--- src/rtl/core/nms_pkg.sv ---
`timescale 1ns / 1ps
// ----------------------------------------------------------------------------
// nms_pkg
// Shared types, codes and default sizes for the normalized MLP scorer.
// ----------------------------------------------------------------------------
package nms_pkg;

    // Default sizes handed to the top level parameters
    localparam int MAX_INPUTS_DEF = 2048;
    localparam int MAX_WIDTH_DEF  = 256;
    localparam int MAX_LAYERS_DEF = 4;
    localparam int FRAC_BITS_DEF  = 16;

    // Entries in the job queue between front and back
    localparam int QUEUE_DEPTH = 2;

    // Configuration port
    localparam int CFG_DATA_W = 12;
    localparam int CFG_IDX_W  = 3;

    localparam logic [CFG_IDX_W-1:0] CFG_INPUT_COUNT  = 3'd0;
    localparam logic [CFG_IDX_W-1:0] CFG_LAYER_COUNT  = 3'd1;
    localparam logic [CFG_IDX_W-1:0] CFG_RELU_MASK    = 3'd2;
    localparam logic [CFG_IDX_W-1:0] CFG_WIDTH_LAYER0 = 3'd3;
    localparam logic [CFG_IDX_W-1:0] CFG_WIDTH_LAYER1 = 3'd4;
    localparam logic [CFG_IDX_W-1:0] CFG_WIDTH_LAYER2 = 3'd5;
    localparam logic [CFG_IDX_W-1:0] CFG_WIDTH_LAYER3 = 3'd6;

    // Configuration reset values
    localparam logic [11:0] RST_INPUT_COUNT = 12'd172;
    localparam logic [2:0]  RST_LAYER_COUNT = 3'd2;
    localparam logic [3:0]  RST_RELU_MASK   = 4'd1;
    localparam logic [8:0]  RST_WIDTH0      = 9'd64;
    localparam logic [8:0]  RST_WIDTH_REST  = 9'd1;

    // Item operations
    typedef enum logic [1:0] {
        OP_NORM    = 2'd0,
        OP_WEIGHT  = 2'd1,
        OP_BIAS    = 2'd2,
        OP_FEATURE = 2'd3
    } op_t;

    // Result status codes
    typedef enum logic [1:0] {
        ST_OK    = 2'd0,
        ST_COUNT = 2'd1,
        ST_ZERO  = 2'd2,
        ST_SAT   = 2'd3
    } status_t;

    typedef struct packed {
        logic [1:0]         operation;
        logic [1:0]         layer_sel;
        logic [7:0]         neuron;
        logic [10:0]        position;
        logic signed [31:0] value;
        logic signed [31:0] spread;
        logic               last;
    } in_t;

    typedef struct packed {
        logic signed [31:0] score;
        logic [1:0]         status;
    } out_t;

    typedef struct packed {
        logic [11:0]     input_count;
        logic [2:0]      layer_count;
        logic [3:0]      relu_mask;
        logic [3:0][8:0] width_layer;
    } cfg_t;

    // One scoring job handed from front to back
    typedef struct packed {
        logic mismatch;
    } job_t;

endpackage

--- src/rtl/core/nms_queue.sv ---
`timescale 1ns / 1ps
`default_nettype none
// ----------------------------------------------------------------------------
// nms_queue
// Short job queue between the front and the back.
// ----------------------------------------------------------------------------
module nms_queue #(
    parameter int DEPTH = nms_pkg::QUEUE_DEPTH
) (
    input  wire logic          clk,
    input  wire logic          rst_n,
    input  wire logic          push,
    input  wire nms_pkg::job_t push_data,
    input  wire logic          pop,
    output nms_pkg::job_t      pop_data,
    output logic               empty,
    output logic               full
);

    localparam int PW = (DEPTH > 1) ? $clog2(DEPTH) : 1;
    localparam int NW = $clog2(DEPTH + 1);

    nms_pkg::job_t entry_reg [DEPTH];
    logic [PW-1:0] wr_ptr_reg, wr_ptr_next;
    logic [PW-1:0] rd_ptr_reg, rd_ptr_next;
    logic [NW-1:0] count_reg, count_next;
    logic          do_push, do_pop;

    assign empty    = (count_reg == '0);
    assign full     = (count_reg == NW'(DEPTH));
    assign pop_data = entry_reg[rd_ptr_reg];
    assign do_push  = push && !full;
    assign do_pop   = pop && !empty;

    always_comb
    begin
        wr_ptr_next = wr_ptr_reg;
        rd_ptr_next = rd_ptr_reg;
        count_next  = count_reg;
        if (do_push)
        begin
            wr_ptr_next = (32'(wr_ptr_reg) == DEPTH - 1) ? '0 : wr_ptr_reg + PW'(1);
        end
        if (do_pop)
        begin
            rd_ptr_next = (32'(rd_ptr_reg) == DEPTH - 1) ? '0 : rd_ptr_reg + PW'(1);
        end
        if (do_push && !do_pop)
        begin
            count_next = count_reg + NW'(1);
        end
        else if (do_pop && !do_push)
        begin
            count_next = count_reg - NW'(1);
        end
    end

    always_ff @(posedge clk or negedge rst_n)
    begin
        if (!rst_n)
        begin
            wr_ptr_reg <= '0;
            rd_ptr_reg <= '0;
            count_reg  <= '0;
        end
        else
        begin
            wr_ptr_reg <= wr_ptr_next;
            rd_ptr_reg <= rd_ptr_next;
            count_reg  <= count_next;
        end
    end

    always_ff @(posedge clk)
    begin
        if (do_push)
        begin
            entry_reg[wr_ptr_reg] <= push_data;
        end
    end

endmodule
`default_nettype wire

--- config.mk ---
export PLATFORM = sky130hd
export DESIGN_NAME = nms_queue
export DESIGN_NICKNAME = d
export VERILOG_FILES = /design/src/rtl/core/nms_pkg.sv /design/src/rtl/core/nms_queue.sv
export SDC_FILE = /design/constraint.sdc
export NUM_CORES = 1
export LEC_CHECK = 0
export BUFFER_PORTS_ARGS = -buffer_cell sky130_fd_sc_hd__buf_2
export CORE_AREA = 2 2 39 41
export CTS_CLUSTER_SIZE = 24
export DETAILED_ROUTE_END_ITERATION = 16
export DIE_AREA = 0 0 41 43
export PLACE_DENSITY = 0.36
export SLEW_MARGIN = 40
export SYNTH_ARGS = -nofsm -noshare
export SYNTH_HDL_FRONTEND = slang
export SYNTH_SLANG_ARGS = --single-unit
--- constraint.sdc ---
create_clock -name clk -period 1.63 [get_ports clk]
set_input_delay 0.0815 -clock clk [delete_from_list [all_inputs] [get_ports clk]]
set_output_delay 0.0815 -clock clk [all_outputs]
set_load 0.05 [all_outputs]
# After elaboration in Yosys (flattened, before gate mapping)
# Memory sizes are Yosys's and may differ from the RTL's.
# Index checks and enable logic that the tools add are counted.
dict set report totals {
  regBits 4
  latchBits 0
  mem_bits_rw 2
  mem_bits_ro 0
  inputBits 5
  output_inout_bits 3
  wordCells 25
  n_memories 1
}
# memory depth word_bits read_ports rd_clocked_by_memory_dff wr line_no
set memory_table {}
lappend memory_table {entry_reg 2 1 1 0 1 nms_queue.sv:23} ;# nms_pkg::job_t entry_reg [DEPTH];
dict set report classes {
  addsub 4
  multipliers 0
  div_mod_pow 0
  order_cmp 0
  eq_ne 1
  shift 0
  n_mux 6
  bitwise 0
  n_reduce_logical 10
}
# cell n
set op_table {}
lappend op_table {{$logic_and 1x1->1} 4}
lappend op_table {{$logic_not 1->1} 4}
lappend op_table {{$mux 1} 4}
lappend op_table {{$mux 2} 2}
lappend op_table {{$add 1x1->1 const B} 2}
lappend op_table {{$add 2x1->2 const B} 1}
lappend op_table {{$eq 2x2->1 const B} 1}
lappend op_table {{$logic_not 2->1} 1}
lappend op_table {{$reduce_bool 2->1} 1}
lappend op_table {{$sub 2x1->2 const B} 1}

# Depth between registers and ports, before layout
dict set report logic_depth {
  depth_word 7
  ltp_mapped 7
  ltp_nobuf 7
}

# Worst setup path before layout
# Ideal clock, no wire load.
dict set report synth_path {
  path_type {register -> register}
  from {register count_reg[0]}
  to {register count_reg[1]}
  setup_ns 0.079
  arrival_time_ns 1.300
  t_required_ns 1.551
  slack_ns 0.251
  path_stages_with_launch 7
  path_buffers 0
  period_less_slack_ns 1.379
  path_cell_list {dfrtp_1 -> nand2b_1 -> nand2_1 -> inv_1 -> ha_1 -> nor2_1 -> xor2_1}
}
dict set report synth_between {
  elab_chain_len 6
  elab_cells_between_ends 15
  classes_between {add/sub (2); eq/ne (1); mux (2); reduce/logical (10)}
}
# element line_no
set synth_rtl {}
lappend synth_rtl {{start, declared} nms_queue.sv:26} ;# logic [NW-1:0] count_reg, count_next;
lappend synth_rtl {{start signal, assigned} nms_queue.sv:70} ;# count_reg <= count_next;
lappend synth_rtl {{$eq 2x2->1 *} nms_queue.sv:30} ;# assign full = (count_reg == NW'(DEPTH));
lappend synth_rtl {{$logic_not 1->1 *} nms_queue.sv:32} ;# assign do_push = push && !full;
lappend synth_rtl {{$logic_and 1x1->1 *} nms_queue.sv:32}
lappend synth_rtl {{net do_push} nms_queue.sv:27} ;# logic do_push, do_pop;
lappend synth_rtl {{$logic_not 1->1} nms_queue.sv:52} ;# else if (do_pop && !do_push)
lappend synth_rtl {{$logic_and 1x1->1} nms_queue.sv:52}
lappend synth_rtl {{$reduce_bool 2->1 (no source line)} --}
# Mark *: on every way through the listed nets, which the timed path passes. The rest lies on a longest branch. The select of a mux whose other input is x is not followed.
# A chain may end at the register's enable or synchronous reset.

# Final worst setup path
# Same ends and word-level chain as after synthesis.

==> metrics.csv <==
metric,value,unit
grtUsageTotal,7.37,%
num_io_pins,8,
htreeDepth,1,
cp_cell_sequence,nand2b_1 > nand2_2 > inv_1 > ha_1 > nor2_1 > xor2_1,
cts_setup_buffers,0,
clkTransAtPathRegs,50,ps
status,finished clean,
multiInputGateArea,103,um2
arrival,1660,ps
syn_inst,22,
layout.nets,41,
post-route-period-util,91.7,%
reg2reg_from,count_reg[0]$_DFFE_PN0P_,
drtIter0Drc,4,
io_buffers,7,
yosys.area.top_type,dfrtp_1,
drt_wl_total,512,um
rsz0062_at_grt,no,
fp.dieW,41,um
setup_violations,0,
path_class,reg -> reg,
critPathMaxStageDelay,430,ps
route.detailed.drc,0,
end_kind,flop,
hp-start,push_data,
final_max_slew_viol_count,0,
diodes,0,
numCtsBuffers,3,
ys_warn_count,0,
routedWlPerCell,10.2,um
cp_max_fo,5,
die-area,1760,um2
ys_types,12,
cap_viol_max_count,0,
setup_tns,0,ps
vias,198,
synth_top_cell_area_share,37.4,%
hp-class,in -> reg,
rows,14,
worst_skew_pair.late_latency,250,ps
crit_path_top_delay_cell,dfrtp_1,
cellPowerDensity,2270,nW/um2
ys_seq_area_share,59.8,%
synth_nets,28,
worstSetupStartpoint,count_reg[0]$_DFFE_PN0P_,
layout-drive-gt1-share,35.3,%
grt_pass1_vias,202,
clk_path_buf_depth,2,
ys_ff_latch,6,
grt_pass1_wl,807,um
via_per_inst,3.96,
syn_to_final_growth,35.0,%
dr.pass1.iters,4,
worstPathRequired,1800,ps
synth_area_per_cell,12.2,um2
finalHoldViolCount,0,
initial_core_util,19.3,%
start_kind,flop,
core,1380,um2
num-fill-cells,146,
gr-total-overflow,0,
tightest_slew,249,ps
clockRootBuffer,clkbuf_4,
seqCellArea,160,um2
die_h,43,um
antenna_left,0,
r2r_setup_slack,140,ps
peakVddDrop,0.665,mV
synthTopCellsByArea,"dfrtp_1, edfxtp_1, xnor2_1",
finalPower,0.820,mW
relSlewSlack,83.5,%
grt_max_degree,6,
cts_sinks,6,
place_congestion,0.767,
leakage,0.174,nW
finalCriticalPeriod,1490,ps
skew,4.68,ps
synth_area,268,um2
max_freq,669,MHz
tritoncts,done,
antenna_found_initial,0,
## Yosys cell counts
master / count
xor2_1: 2
edfxtp_1: 2
ha_1: 1
mux2_2: 1
nor2_1: 3
inv_1: 2
o21ai_1: 1
nand2_1: 1
xnor2_1: 3
nand2b_1: 1
and3_1: 1
dfrtp_1: 4
## path summary, 6_finish.rpt
| kind | cells after the start | to |
|---|---|---|
| min | 1 | entry_reg[1]$_DFFE_PP_ |
| max in group asynchronous | 2 | count_reg[0]$_DFFE_PN0P_ |
| min in group asynchronous | 2 | wr_ptr_reg$_DFFE_PN0P_ |
| max reg2reg | 6 | count_reg[1]$_DFFE_PN0P_ |
| min reg2reg | 1 | rd_ptr_reg$_DFFE_PN0P_ |
| max | 6 | count_reg[1]$_DFFE_PN0P_ |
## per-layer routing
metal | routed length, um | part of all wire [%] | up-vias | GRT usage, %
met5 | 0 | 0 | - | 0
met2 | 276 | 54 | 4 | 9.38
met3 | 21 | 4.1 | 0 | 3.14
met1 | 213 | 42 | 96 | 8.20
li1 | - | - | 98 | -
met4 | 0 | 0 | 0 | 8.00
## worst max-delay path, delay by kind of cell (launching register included)
kind                     cells  cell delay, ps
AND/OR/NAND/NOR              3             480
flip-flops                   1             430
adder cells (fa/ha/maj)      1             310
buffers and inverters        1              50
XOR/XNOR                     1             150
## metrics by stage
stage / util, % / hold WS [ps] / cell area, um2 / setup slack [ps] / cells
final: 26.1 / 18.5 / 362 / 135 / 50
after global routing: 26.1 / 15.2 / 362 / 14.7 / 50
after CTS: 25.9 / 14.8 / 359 / 118 / 50
after detailed placement: 23.3 / -103 / 323 / 141 / 45
after global placement: 23.3 / -107 / 323 / 148 / 45
after floorplan: - / -214 / 268 / 251 / 22
## placed cells by master, fill, tap and decap left out, drive strengths merged
cell type,count
xnor2,3
mux2,1
o21ai,1
clkbuf,4
and3,1
edfxtp,2
xor2,2
inv,2
dlygate4sd3,1
dfrtp,4
nand2,1
buf,7
nand2b,1
nor2,3
ha,1
## kinds of logic after synthesis
kind of cell | synth area share (%)
buf+inv | 2.80
compound gates | 1.87
fa+ha+maj | 4.67
xor+xnor | 16.4
mux | 4.21
flops | 59.8
simple gates | 10.3
## repair_timing
action / 4_1_cts / 5_1_grt
hold buffers: 1 / 0
resized for setup: 0 / 1
endpoints found under the hold margin: 4 / 0
endpoints found under the setup margin: 0 / 1
## area by class of cell
cell class | count | share of cell area [%]
multi-input cells | 14 | 28.4
repair buffers | 8 | 12.5
flip-flops and latches | 6 | 44.3
well taps | 16 | 5.54
clock buffers | 4 | 7.27
inverters | 2 | 2.08
## power breakdown
part	internal, mW	switching [mW]
Combinational	0.137	0.240
Clock	0.0934	0.0641
Sequential	0.226	0.0598
Note: power is estimated with default switching activity, not from simulation.
