File: src/rtl/core/nms_pkg.sv
`timescale 1ns / 1ps
// ----------------------------------------------------------------------------
// nms_pkg
// Shared types, codes and default sizes for the normalized MLP scorer.
// ----------------------------------------------------------------------------
package nms_pkg;

    // Default sizes handed to the top level parameters
    localparam int MAX_INPUTS_DEF = 2048;
    localparam int MAX_WIDTH_DEF  = 256;
    localparam int MAX_LAYERS_DEF = 4;
    localparam int FRAC_BITS_DEF  = 16;

    // Entries in the job queue between front and back
    localparam int QUEUE_DEPTH = 2;

    // Configuration port
    localparam int CFG_DATA_W = 12;
    localparam int CFG_IDX_W  = 3;

    localparam logic [CFG_IDX_W-1:0] CFG_INPUT_COUNT  = 3'd0;
    localparam logic [CFG_IDX_W-1:0] CFG_LAYER_COUNT  = 3'd1;
    localparam logic [CFG_IDX_W-1:0] CFG_RELU_MASK    = 3'd2;
    localparam logic [CFG_IDX_W-1:0] CFG_WIDTH_LAYER0 = 3'd3;
    localparam logic [CFG_IDX_W-1:0] CFG_WIDTH_LAYER1 = 3'd4;
    localparam logic [CFG_IDX_W-1:0] CFG_WIDTH_LAYER2 = 3'd5;
    localparam logic [CFG_IDX_W-1:0] CFG_WIDTH_LAYER3 = 3'd6;

    // Configuration reset values
    localparam logic [11:0] RST_INPUT_COUNT = 12'd172;
    localparam logic [2:0]  RST_LAYER_COUNT = 3'd2;
    localparam logic [3:0]  RST_RELU_MASK   = 4'd1;
    localparam logic [8:0]  RST_WIDTH0      = 9'd64;
    localparam logic [8:0]  RST_WIDTH_REST  = 9'd1;

    // Item operations
    typedef enum logic [1:0] {
        OP_NORM    = 2'd0,
        OP_WEIGHT  = 2'd1,
        OP_BIAS    = 2'd2,
        OP_FEATURE = 2'd3
    } op_t;

    // Result status codes
    typedef enum logic [1:0] {
        ST_OK    = 2'd0,
        ST_COUNT = 2'd1,
        ST_ZERO  = 2'd2,
        ST_SAT   = 2'd3
    } status_t;

    typedef struct packed {
        logic [1:0]         operation;
        logic [1:0]         layer_sel;
        logic [7:0]         neuron;
        logic [10:0]        position;
        logic signed [31:0] value;
        logic signed [31:0] spread;
        logic               last;
    } in_t;

    typedef struct packed {
        logic signed [31:0] score;
        logic [1:0]         status;
    } out_t;

    typedef struct packed {
        logic [11:0]     input_count;
        logic [2:0]      layer_count;
        logic [3:0]      relu_mask;
        logic [3:0][8:0] width_layer;
    } cfg_t;

    // One scoring job handed from front to back
    typedef struct packed {
        logic mismatch;
    } job_t;

endpackage

File: src/rtl/core/nms_front.sv
`timescale 1ns / 1ps
`default_nettype none
// ----------------------------------------------------------------------------
// nms_front
// Accepts items and configuration, writes loads into the stores, counts
// features and queues a scoring job on the last feature of a vector.
// ----------------------------------------------------------------------------
module nms_front #(
    parameter int MAX_INPUTS = nms_pkg::MAX_INPUTS_DEF,
    parameter int MAX_WIDTH  = nms_pkg::MAX_WIDTH_DEF,
    parameter int MAX_LAYERS = nms_pkg::MAX_LAYERS_DEF,
    localparam int FAW = $clog2(MAX_INPUTS),
    localparam int L0_SIZE = MAX_INPUTS * MAX_WIDTH,
    localparam int LK_SIZE = MAX_WIDTH * MAX_WIDTH,
    localparam int WDEPTH = L0_SIZE + (MAX_LAYERS - 1) * LK_SIZE,
    localparam int WAW = $clog2(WDEPTH),
    localparam int BDEPTH = MAX_LAYERS * MAX_WIDTH,
    localparam int BAW = (BDEPTH > 1) ? $clog2(BDEPTH) : 1
) (
    input  wire logic                              clk,
    input  wire logic                              rst_n,
    input  wire logic                              cfg_write,
    input  wire logic [nms_pkg::CFG_IDX_W-1:0]     cfg_index,
    input  wire logic [nms_pkg::CFG_DATA_W-1:0]    cfg_data,
    output nms_pkg::cfg_t                          cfg,
    input  wire logic                              in_valid,
    output logic                                   in_ready,
    input  wire nms_pkg::in_t                      in_data,
    input  wire logic                              open,
    output logic                                   job_push,
    output nms_pkg::job_t                          job,
    output logic                                   norm_we,
    output logic [FAW-1:0]                         norm_waddr,
    output logic [63:0]                            norm_wdata,
    output logic                                   weight_we,
    output logic [WAW-1:0]                         weight_waddr,
    output logic [31:0]                            weight_wdata,
    output logic                                   bias_we,
    output logic [BAW-1:0]                         bias_waddr,
    output logic [31:0]                            bias_wdata,
    output logic                                   feat_we,
    output logic [FAW-1:0]                         feat_waddr,
    output logic [31:0]                            feat_wdata
);

    nms_pkg::cfg_t cfg_reg, cfg_next;
    logic [11:0]   count_reg, count_next;
    logic [11:0]   count_inc;
    logic          accept;
    logic          pos_ok, layer_ok, neuron_ok, col_ok;
    nms_pkg::op_t  op;

    assign cfg      = cfg_reg;
    assign in_ready = open;
    assign accept   = in_valid && open;
    assign op       = nms_pkg::op_t'(in_data.operation);

    // Configuration writes; unknown indexes drop
    always_comb
    begin
        cfg_next = cfg_reg;
        if (cfg_write)
        begin
            case (cfg_index)
                nms_pkg::CFG_INPUT_COUNT:  cfg_next.input_count    = cfg_data;
                nms_pkg::CFG_LAYER_COUNT:  cfg_next.layer_count    = cfg_data[2:0];
                nms_pkg::CFG_RELU_MASK:    cfg_next.relu_mask      = cfg_data[3:0];
                nms_pkg::CFG_WIDTH_LAYER0: cfg_next.width_layer[0] = cfg_data[8:0];
                nms_pkg::CFG_WIDTH_LAYER1: cfg_next.width_layer[1] = cfg_data[8:0];
                nms_pkg::CFG_WIDTH_LAYER2: cfg_next.width_layer[2] = cfg_data[8:0];
                nms_pkg::CFG_WIDTH_LAYER3: cfg_next.width_layer[3] = cfg_data[8:0];
                default: ;
            endcase
        end
    end

    // Classify and route the item
    always_comb
    begin
        pos_ok    = 32'(in_data.position) < MAX_INPUTS;
        layer_ok  = 32'(in_data.layer_sel) < MAX_LAYERS;
        neuron_ok = 32'(in_data.neuron) < MAX_WIDTH;
        col_ok    = (in_data.layer_sel == 2'd0) ? pos_ok
                                                : (32'(in_data.position) < MAX_WIDTH);
        count_inc = (count_reg == 12'hFFF) ? count_reg : count_reg + 12'd1;

        norm_we      = 1'b0;
        weight_we    = 1'b0;
        bias_we      = 1'b0;
        feat_we      = 1'b0;
        job_push     = 1'b0;
        job.mismatch = 1'b0;
        count_next   = count_reg;

        norm_waddr   = FAW'(in_data.position);
        norm_wdata   = {in_data.value, in_data.spread};
        feat_waddr   = FAW'(in_data.position);
        feat_wdata   = in_data.value;
        bias_waddr   = BAW'(32'(in_data.layer_sel) * MAX_WIDTH + 32'(in_data.neuron));
        bias_wdata   = in_data.value;
        weight_wdata = in_data.value;
        if (in_data.layer_sel == 2'd0)
        begin
            weight_waddr = WAW'(32'(in_data.neuron) * MAX_INPUTS + 32'(in_data.position));
        end
        else
        begin
            weight_waddr = WAW'(L0_SIZE + (32'(in_data.layer_sel) - 1) * LK_SIZE
                                + 32'(in_data.neuron) * MAX_WIDTH + 32'(in_data.position));
        end

        if (accept)
        begin
            case (op)
                nms_pkg::OP_NORM:
                begin
                    norm_we = pos_ok;
                end
                nms_pkg::OP_WEIGHT:
                begin
                    weight_we = layer_ok && neuron_ok && col_ok;
                end
                nms_pkg::OP_BIAS:
                begin
                    bias_we = layer_ok && neuron_ok;
                end
                nms_pkg::OP_FEATURE:
                begin
                    feat_we = pos_ok;
                    if (in_data.last)
                    begin
                        job_push     = 1'b1;
                        job.mismatch = (cfg_reg.input_count == 12'd0)
                                    || (32'(cfg_reg.input_count) > MAX_INPUTS)
                                    || (count_inc != cfg_reg.input_count);
                        count_next   = '0;
                    end
                    else
                    begin
                        count_next = count_inc;
                    end
                end
                default: ;
            endcase
        end
    end

    always_ff @(posedge clk or negedge rst_n)
    begin
        if (!rst_n)
        begin
            cfg_reg.input_count    <= nms_pkg::RST_INPUT_COUNT;
            cfg_reg.layer_count    <= nms_pkg::RST_LAYER_COUNT;
            cfg_reg.relu_mask      <= nms_pkg::RST_RELU_MASK;
            cfg_reg.width_layer[0] <= nms_pkg::RST_WIDTH0;
            cfg_reg.width_layer[1] <= nms_pkg::RST_WIDTH_REST;
            cfg_reg.width_layer[2] <= nms_pkg::RST_WIDTH_REST;
            cfg_reg.width_layer[3] <= nms_pkg::RST_WIDTH_REST;
            count_reg              <= '0;
        end
        else
        begin
            cfg_reg   <= cfg_next;
            count_reg <= count_next;
        end
    end

endmodule
`default_nettype wire

File: config.mk
export PLATFORM = sky130hd
export DESIGN_NAME = nms_front
export DESIGN_NICKNAME = d
export VERILOG_FILES = /design/src/rtl/core/nms_pkg.sv /design/src/rtl/core/nms_front.sv
export SDC_FILE = /design/constraint.sdc
export NUM_CORES = 1
export LEC_CHECK = 0
export BUFFER_PORTS_ARGS = -buffer_cell sky130_fd_sc_hd__buf_2
export CORE_AREA = 2 2 150 152
export DETAILED_ROUTE_END_ITERATION = 8
export DIE_AREA = 0 0 152 154
export GPL_ROUTABILITY_DRIVEN = 0
export GPL_TIMING_DRIVEN = 0
export SLEW_MARGIN = 10
export SYNTH_ARGS = -nofsm -noshare
export SYNTH_HDL_FRONTEND = slang
export SYNTH_SLANG_ARGS = --single-unit
File: constraint.sdc
create_clock -name clk -period 5.07 [get_ports clk]
set_clock_uncertainty 0.15 [all_clocks]
set_input_delay 0.2535 -clock clk [delete_from_list [all_inputs] [get_ports clk]]
set_output_delay 0.2535 -clock clk [all_outputs]
set_load 0.1 [all_outputs]
Yosys cells after proc, flatten, opt, wreduce, memory -nomap -nowiden
Cells that the tools add are included.
{"block": "totals", "elab_cells": 61, "ff_bits": 67}
{"block": "classes", "eq_ne": 11, "n_reduce_logical": 15, "n_mux": 18, "magnitude_cmp": 2, "add_sub_neg": 7}
{"op": "$mux W12", "count": 2}
{"op": "$add A19 B11 Y20", "count": 1}
{"op": "$add A20 B12 Y20", "count": 1}
{"op": "$add A20 B17 Y20", "count": 1}
{"op": "$add A20 B19 Y20 const A", "count": 1}
{"op": "$mux W20", "count": 1}
{"op": "$reduce_and A2 Y1", "count": 8}
{"op": "$mux W1", "count": 15}
{"op": "$add A12 B1 Y12 const B", "count": 1}
{"op": "$eq A12 B12 Y1 const B", "count": 1}
{"op": "$gt A12 B12 Y1 const B", "count": 1}
{"op": "$logic_not A12 Y1", "count": 1}
{"op": "$ne A12 B12 Y1", "count": 1}
{"op": "$lt A11 B9 Y1 const B", "count": 1}
{"op": "$add A10 B8 Y10", "count": 1}
{"op": "$eq A3 B3 Y1 const B", "count": 3}
{"op": "$eq A3 B2 Y1 const B", "count": 2}
{"op": "$eq A2 B2 Y1 const B", "count": 2}
{"op": "$logic_not A2 Y1", "count": 2}
{"op": "$eq A3 B1 Y1 const B", "count": 1}
{"op": "$logic_not A3 Y1", "count": 1}
{"op": "$sub A2 B1 Y3 const B", "count": 1}
{"op": "$eq A2 B1 Y1 const B", "count": 1}
{"op": "$logic_or A1 B1 Y1", "count": 2}
{"op": "$logic_and A1 B1 Y1", "count": 1}

Depth between registers and ports, before layout
Gate-level depths: netlist of the first run.
{"block": "logic_depth", "ltp_word": 7, "ltp_mapped": 8, "mapped_depth_nobuf": 8}

Worst setup path before layout of the first run
Ideal clock, no wire load.
{"block": "synth_timing", "path_type": "input to output", "start": "input port in_data[84] (netlist bit)", "end": "output port weight_we", "required_ns": 4.667, "t_arrival_ns": 3.963, "setup_slack_ns": 0.703, "cell_stages": 5, "path_buffers": 1, "cell_sequence": "inv_1 -> ha_1 -> clkbuf_1 -> nor2_1 -> nor4b_1"}
{"block": "synth_via", "elab_chain_len": 4}
{"element": "from (decl)", "line": "nms_front.sv:28", "rtl": "input wire nms_pkg::in_t in_data,"}
{"element": "$logic_not A2 Y1", "line": "nms_front.sv:83", "rtl": "col_ok = (in_data.layer_sel == 2'd0) ? pos_ok"}
{"element": "$mux W1", "line": "nms_front.sv:83"}
{"element": "$mux W1", "line": "nms_front.sv:114", "rtl": "case (op)"}
{"element": "$mux W1", "line": "nms_front.sv:112", "rtl": "if (accept)"}
{"element": "to (decl)", "line": "nms_front.sv:35", "rtl": "output logic weight_we,"}
Every way passes these cells.

Final worst setup path of the first run
{"block": "layout_timing", "start": "register count_reg[0]", "end": "output port job"}
{"block": "layout_via", "elab_chain_len": 7, "word_cells_on_any_way": 8}
{"element": "from (decl)", "line": "nms_front.sv:47", "rtl": "logic [11:0] count_reg, count_next;"}
{"element": "from (signal assigned)", "line": "nms_front.sv:164", "rtl": "count_reg <= count_next;"}
{"element": "$add A12 B1 Y12 or $eq A12 B12 Y1 (tied branches)", "line": "nms_front.sv:85", "rtl": "count_inc = (count_reg == 12'hFFF) ? count_reg : count_reg + 12'd1;"}
{"element": "$mux W12 *", "line": "nms_front.sv:85"}
{"element": "$ne A12 B12 Y1 *", "line": "nms_front.sv:135", "rtl": "|| (count_inc != cfg_reg.input_count);"}
{"element": "$logic_or A1 B1 Y1 *", "line": "nms_front.sv:135"}
{"element": "$mux W1 *", "line": "nms_front.sv:130", "rtl": "if (in_data.last)"}
{"element": "$mux W1 *", "line": "nms_front.sv:114"}
{"element": "$mux W1 *", "line": "nms_front.sv:112"}
{"element": "to (decl)", "line": "nms_front.sv:31", "rtl": "output nms_pkg::job_t job,"}
Mark *: on every way between the ends. The rest lies on a longest branch, timed or not.

==> results of run 1 <==
[how the worst max path moves through the flow]
stage,startpoint,to,depth (start not counted)
after floorplan,in_data[84],weight_we,5
after global placement,count_reg[0],job,9
after detailed placement,count_reg[0],job,9
after CTS,count_reg[0],job,9
after global routing,count_reg[0],job,9
final,count_reg[0],job,9
[worst register-to-register path: cells and delay by family (launching register included)]
family	cells	cell delay, ps
buf+inv	1	200
simple gates	4	910
compound gates	2	330
fa+ha+maj	1	140
flops	1	370
[repair_timing]
action | in CTS | in global routing
gates resized for setup | 0 | 0
hold buffers | 3 | 0
endpoints found under the hold margin | 59 | 0
[power groups by stage]
stage / Combinational [mW] / Sequential [mW] / Clock [mW]
2_1_floorplan: 1.04 / 1.44 / 0
3_3_place_gp: 2.05 / 0.733 / 0
3_5_place_dp: 2.06 / 0.736 / 0
4_1_cts: 2.06 / 0.727 / 0.593
5_1_grt: 2.11 / 0.745 / 0.612
6_report: 2.05 / 0.727 / 0.579
[kinds of logic after synthesis]
logic type | Yosys count | synth area share (%)
xor gates and xnor gates | 17 | 2.84
AOI/OAI and AO/OA | 75 | 8.80
DFF | 67 | 32.2
muxes | 55 | 11.8
and+or+nand+nor | 111 | 11.0
adders and majority gates | 7 | 1.81
buffers and inverters | 236 | 31.6
[through the flow]
step                      area, sq um  power [mW]  util, %  setup WS, ps
after floorplan                  5250        2.49        -           703
after global placement           7130        2.78     32.9          2190
after CTS                        7470        3.38     34.4          1800
after detailed placement         7160        2.79     33.0          2180
after global routing             7470        3.47     34.4          1630
final                            7470        3.36     34.4          1800
[cell type report]
cell class	instances	area share [%]
Sequential cell	67	22.6
Inverter	17	0.854
Tap cell	280	4.69
Multi-Input combinational cell	265	25.4
Clock buffer	10	3.20
Timing Repair Buffer	311	21.4
Clock inverter	6	0.536
Buffer	219	21.3
[layer usage]
layer	track usage (%)	vias to the layer above	share of wire, %
li1	-	2377	-
met1	16.4	2299	39
met2	25.0	208	54
met3	2.51	17	6.1
met4	3.96	0	1.5
met5	0	-	0
[layout by cell type (no fill, tap or decap), types with 7 or more instances in the layout]
master,n
nand2_1,33
o21ai_0,22
clkbuf_16,9
xnor2_1,10
buf_4,202
a21oi_1,24
nand3_1,13
nor2_1,20
inv_1,17
dfrtp_1,57
buf_2,313
xor2_1,7
nor3_1,8
mux2_2,53
dfstp_2,10
clkbuf_1,9
==> results.md, run 1 <==
- HP Class: in2reg
- Count of non-filler cells in the finished layout: about 1,200
- # rows: 54
- CP peak stage delay: 460 ps
- Synthesized instance count: roughly 570
- Setup bufs post-CTS: 0
- Multi-input gate area: about 1900 sq um
- Most numerous cell in the Yosys netlist: buf_4
- Fmax achieved: 0.306 GHz
- Hold_sp: cfg_data[10]
- GRT Residual Overflow: 0
- RSZ-0062 raised after global routing: no
- CP Max Fanout: 10
- Top cell by count, worst path: buf_2
- Status: complete, no violations
- Switching power share of the total: between 50% and 60%
- Pint: around 1.4 mW
- Seq/Total Area, Yosys: 32.2%
- Final setup viols: 0
- Reg power frac: a little over a fifth
- 1st-pass router iterations: 4
- Crit path DAT: about 2900 ps
- Setup TNS: 0 ps
- Actual slew at the worst max-slew pin: between 900 and 1000 ps
- Number of port buffers: around 310
- Root buffer selected by CTS: clkbuf_16
- Peak VDD IR: ~320 uV
- CP Class: reg2out
- # diodes: 0
- Setup crit start kind: register
- Drt drc: 0
- Power per Cell Area: ~450 nW/um^2
- Largest net degree at the start of global routing: 64
- Post-Syn Nets: 683
- Worst EP required: about 4700 ps
- Flop2flop setup slack: 2900 ps
- CTS tree: done
- P_leak: 3.90 nW
- Min cycle time layout: between 3000 and 4000 ps
- Average size of a mapped cell: 9.23 sq um
- Die Area: roughly 23,000 sq um
- Clk buf depth: 2
- Commonest cells post-synth: 201 x buf_4, 57 x dfrtp_1, 53 x mux2_2
- Hold worst-path end: cfg[53]
- Total CTS buffers: 9
- Core ar.: about 22,000 sq um
- Fin nets: approximately 1,000
- Tot GR Track Use: between 10% and 20%
- Critical path's top delay family: simple AND/OR/NAND/NOR gates
- Fin crit share: 64.5%
- Horiz. Die Dim: ~150 microns
- Switching power: roughly 2 mW
- Slew Limit Fails: 0
- Avg WL per Cell: around 14 microns
- CTS H-Tree Depth: 3
- Area Overhead vs Synth: 42.4%
- WP buf/inv: 2
- CP endpoint kind: primary output
- Crit-path cells: ha_1 -> buf_2 -> and2_1 -> nand3_1 -> nor2_4 -> xnor2_1 -> o2111a_1 -> a31oi_1 -> buf_2
- Top cell type by total area after synthesis: buf_4
- Io pins: between 300 and 400
- Top_reg_cell synth: dfrtp_1
- Die H: 154 microns
- Via count of the first global-routing pass: between 4,000 and 5,000
- Clk sinks: 67
- CTS clock-pin slew for the worst setup and hold paths: roughly 50 ps
- Initial antenna violation count: 0
- Capture point of the worst reg-to-reg path: count_reg[5]
- Hold slack: 7.80 ps
- Netlist cell types: 56
- Share of flip-flops with an asynchronous set or reset: between 90% and 100%
- Slew headroom: between 30% and 40%
- Reg-to-Reg Start: count_reg[0]
- Clk network pwr share: between 15 and 20%
- 1st-iter DRT viols: around 280
- Top cell type's share of synthesized area: between 20 and 30%
- Worst Hold Depth: 2
- Max reg flops: between 50 and 60
- # fillers: 2,278
- CP max stage cell: buf_2
- Vias per cell: 4.17
- EDFF count, synth: 0
- Antenna viol nets, final: 0
- Starting density of the core: around a quarter
- Vias: roughly 4,900
- Synth warn: 0
- R2R depth: 8
- First-pass GRT wire length: between 20 and 30 mm
- Syn Std Cell Area: around 5200 sq um
- Routed WL: approximately 17 mm
- Top cells by area, synth: buf_4 29%, dfrtp_1 27%, mux2_2 11%
- Reg area: 1690 sq um
- Placed insts: around 1,200
- Dpl hpwl: roughly 14 mm
- Worst-skew pair later-pin latency: about 330 ps
- Share of layout cells above drive strength 1: between 60% and 70%
- Power share of the combinational group: between 60% and 70%
- Hold Fails Final Rpt: 0
- Max-cap violations: 0
- Yosys reg bits: 67
Note: power is estimated with default switching activity, not from simulation.
==> run 2, diff against run 1 <==
==> constraint.sdc (replaced) <==
create_clock -name clk -period 2.74 [get_ports clk]
set_clock_uncertainty 0.15 [all_clocks]
set_input_delay 0.137 -clock clk [delete_from_list [all_inputs] [get_ports clk]]
set_output_delay 0.137 -clock clk [all_outputs]
set_load 0.1 [all_outputs]
==> run 2 against run 1 <==
  * Non-clock buffer count is 24 higher
  * Clock power increased by 110%
  * Hold slack improved by 12 ps
  * Critical endpoint unchanged
  * Via count rose by 2.5%
  * Critical path type unchanged
  * Sequential cell count did not move
  * Setup slack got worse by 1800 ps
  * Register-to-register slack lost 2100 ps
  * Core utilization grew 2.3 points
==> results.md, run 2 (same netlist as run 1, synthesis figures left out) <==
- CTS clock-pin slew for the worst setup and hold paths: 60 ps
- Die H: between 150 and 200 microns
- Area Overhead vs Synth: 52.1%
- Capture point of the worst reg-to-reg path: count_reg[5]
- P_leak: between 4 and 5 nW
- Largest net degree at the start of global routing: 62
- WP buf/inv: 2
- Setup ws final: ~18 ps
- Worst-skew pair later-pin latency: about 340 ps
- Root buffer selected by CTS: clkbuf_16
- First-pass GRT wire length: 26.5 mm
- Max-cap violations: 0
- CP endpoint kind: primary output
- Total CTS buffers: 9
- Clk buf depth: 2
- Dpl hpwl: ~13 mm
- Routed WL: ~17 mm
- # rows: 54
- Power share of the combinational group: between 60% and 70%
- # diodes: 0
- Dpl cell area: around 7200 sq um
- Most frequent cells in the layout: 307 x buf_2, 215 x buf_4, 53 x dfrtp_1
- Crit-path cells: ha_2 -> buf_6 -> nand3_2 -> nor2_4 -> nand2_2 -> a311oi_2 -> o2111a_2 -> a31oi_4 -> buf_12
- CP Class: reg2out
- Peak VDD IR: around 900 uV
- GRT Residual Overflow: 0
- Starting density of the core: 24.2%
- Share of layout cells above drive strength 1: a little over 70%
- CTS H-Tree Depth: 3
- Crit path DAT: 2440 ps
- Max reg flops: 55
- Vias: around 5,000
- Fmax achieved: between 0.3 and 0.4 GHz
- Clk network pwr share: 18.8%
- 1st-pass router iterations: 4
- CP max stage cell: dfrtp_1
- Antenna viol nets, final: 0
- RSZ-0062 raised after global routing: yes
- Most common cell after layout, fill and taps aside: buf_2
- Switching power: approximately 3.7 mW
- Pint: 2.72 mW
- Worst EP required: around 2500 ps
- CTS tree: done
- Hold Fails Final Rpt: 0
- HP Class: in2async
- Critical path's top delay family: compound AO/OA/AOI/OAI gates
- Number of port buffers: just over 300
- Slew headroom: a little under two fifths
- Reg-to-Reg Start: count_reg[0]
- Pre-CTS setup slack: -155 ps
- Power per Cell Area: 810 nW/um^2
- Reg power frac: between 20% and 30%
- Tot GR Track Use: 13.7%
- Status: complete, no violations
- Final Cell Area: about 8000 sq um
- CP peak stage delay: 370 ps
- Horiz. Die Dim: ~150 microns
- 1st-iter DRT viols: around 190
- Actual slew at the worst max-slew pin: 927 ps
- Fin crit share: 99.4%
- Slew Limit Fails: 0
- Initial antenna violation count: 0
- Io pins: roughly 380
- Switching power share of the total: between 50% and 60%
- Min cycle time layout: about 2700 ps
- Fin nets: between 1,000 and 1,500
- CP Max Fanout: 7
- Core ar.: about 22,000 sq um
- R2R depth: 9
- Die Area: roughly 23,000 sq um
- Flop2flop setup slack: 780 ps
- Post-layout utilization of the core: between 30% and 40%
- Vias per cell: 4.19
- Setup crit start kind: register
- Via count of the first global-routing pass: 4,917
- Final setup viols: 0
- Avg WL per Cell: roughly 14 microns
- Clk sinks: 67
- Drt drc: 0
[run 2: cell count changes in the layout (fill, tap and decap cells not counted), moves of 5 or more]
| cell | before | now |
|---|---|---|
| o21ai_0 | 22 | 12 |
| buf_2 | 313 | 307 |
| buf_4 | 202 | 215 |
| dlygate4sd3_1 | 3 | 14 |
| nand3_4 | 0 | 5 |
| nand3_1 | 13 | 8 |
| o21ai_1 | 0 | 7 |
[run 2: how the worst max path moves through the flow]
| stage | startpoint | end | depth (start not counted) |
|---|---|---|---|
| final | count_reg[0] | job | 9 |
| after global routing | count_reg[2] | job | 8 |
| after CTS | count_reg[0] | job | 9 |
| after detailed placement | count_reg[1] | job | 8 |
| after global placement | count_reg[1] | job | 8 |
| after floorplan | in_data[84] | weight_we | 5 |
[run 2: power groups by stage]
stage | sequential (mW) | combinational [mW] | clock (mW)
2_1_floorplan | 2.67 | 1.95 | 0
3_3_place_gp | 1.35 | 3.79 | 0
3_5_place_dp | 1.36 | 3.80 | 0
4_1_cts | 1.35 | 3.88 | 1.23
5_1_grt | 1.39 | 4.01 | 1.28
6_report | 1.36 | 3.89 | 1.21
[run 2: final cells by class]
type | instances | area [sq um]
inverters | 17 | 63.8
flip-flops and latches | 67 | 1690
repair buffers | 336 | 1820
clock inverters | 4 | 47.5
clock buffers | 12 | 267
well taps | 280 | 350
plain buffers | 218 | 1620
fillers | 2215 | 13700
multi-input cells | 265 | 2110
[run 2: worst register-to-register path: cells and delay by family, from the launching register on]
kind            cells  cell delay [ps]
simple gates        4              560
buf+inv             2              300
fa+ha+maj           1              200
flops               1              370
compound gates      2              320
[run 2: metrics by stage]
| stage | total power [mW] | setup TNS, ps | hold WS [ps] | instances |
|---|---|---|---|---|
| after CTS | 6.47 | -0.289 | 1.31 | 1198 |
| after global routing | 6.68 | -95.1 | 20.3 | 1199 |
| after floorplan | 4.61 | -134 | -309 | 568 |
| final | 6.46 | 0 | 19.4 | 1199 |
| after detailed placement | 5.16 | -155 | -184 | 1156 |
| after global placement | 5.14 | -171 | 195 | 1155 |
[run 2: what timing repair did]
action / in CTS / in global routing
pin swaps: 12 / 5
setup buffers: 11 / 2
cloned: 1 / 0
endpoints found under the setup margin: 1 / 1
hold endpoints to repair: 99 / 0
hold buffers: 14 / 0
gates resized for setup: 42 / 10
[run 2: routing by layer]
layer  routed length, microns  global-route usage [%]  vias up
met1                     6130                    15.5     2317
met5                        0                       0        -
met2                     8750                    24.8      252
li1                         -                       -     2430
met4                      361                    4.81        0
met3                     1370                    3.78       26
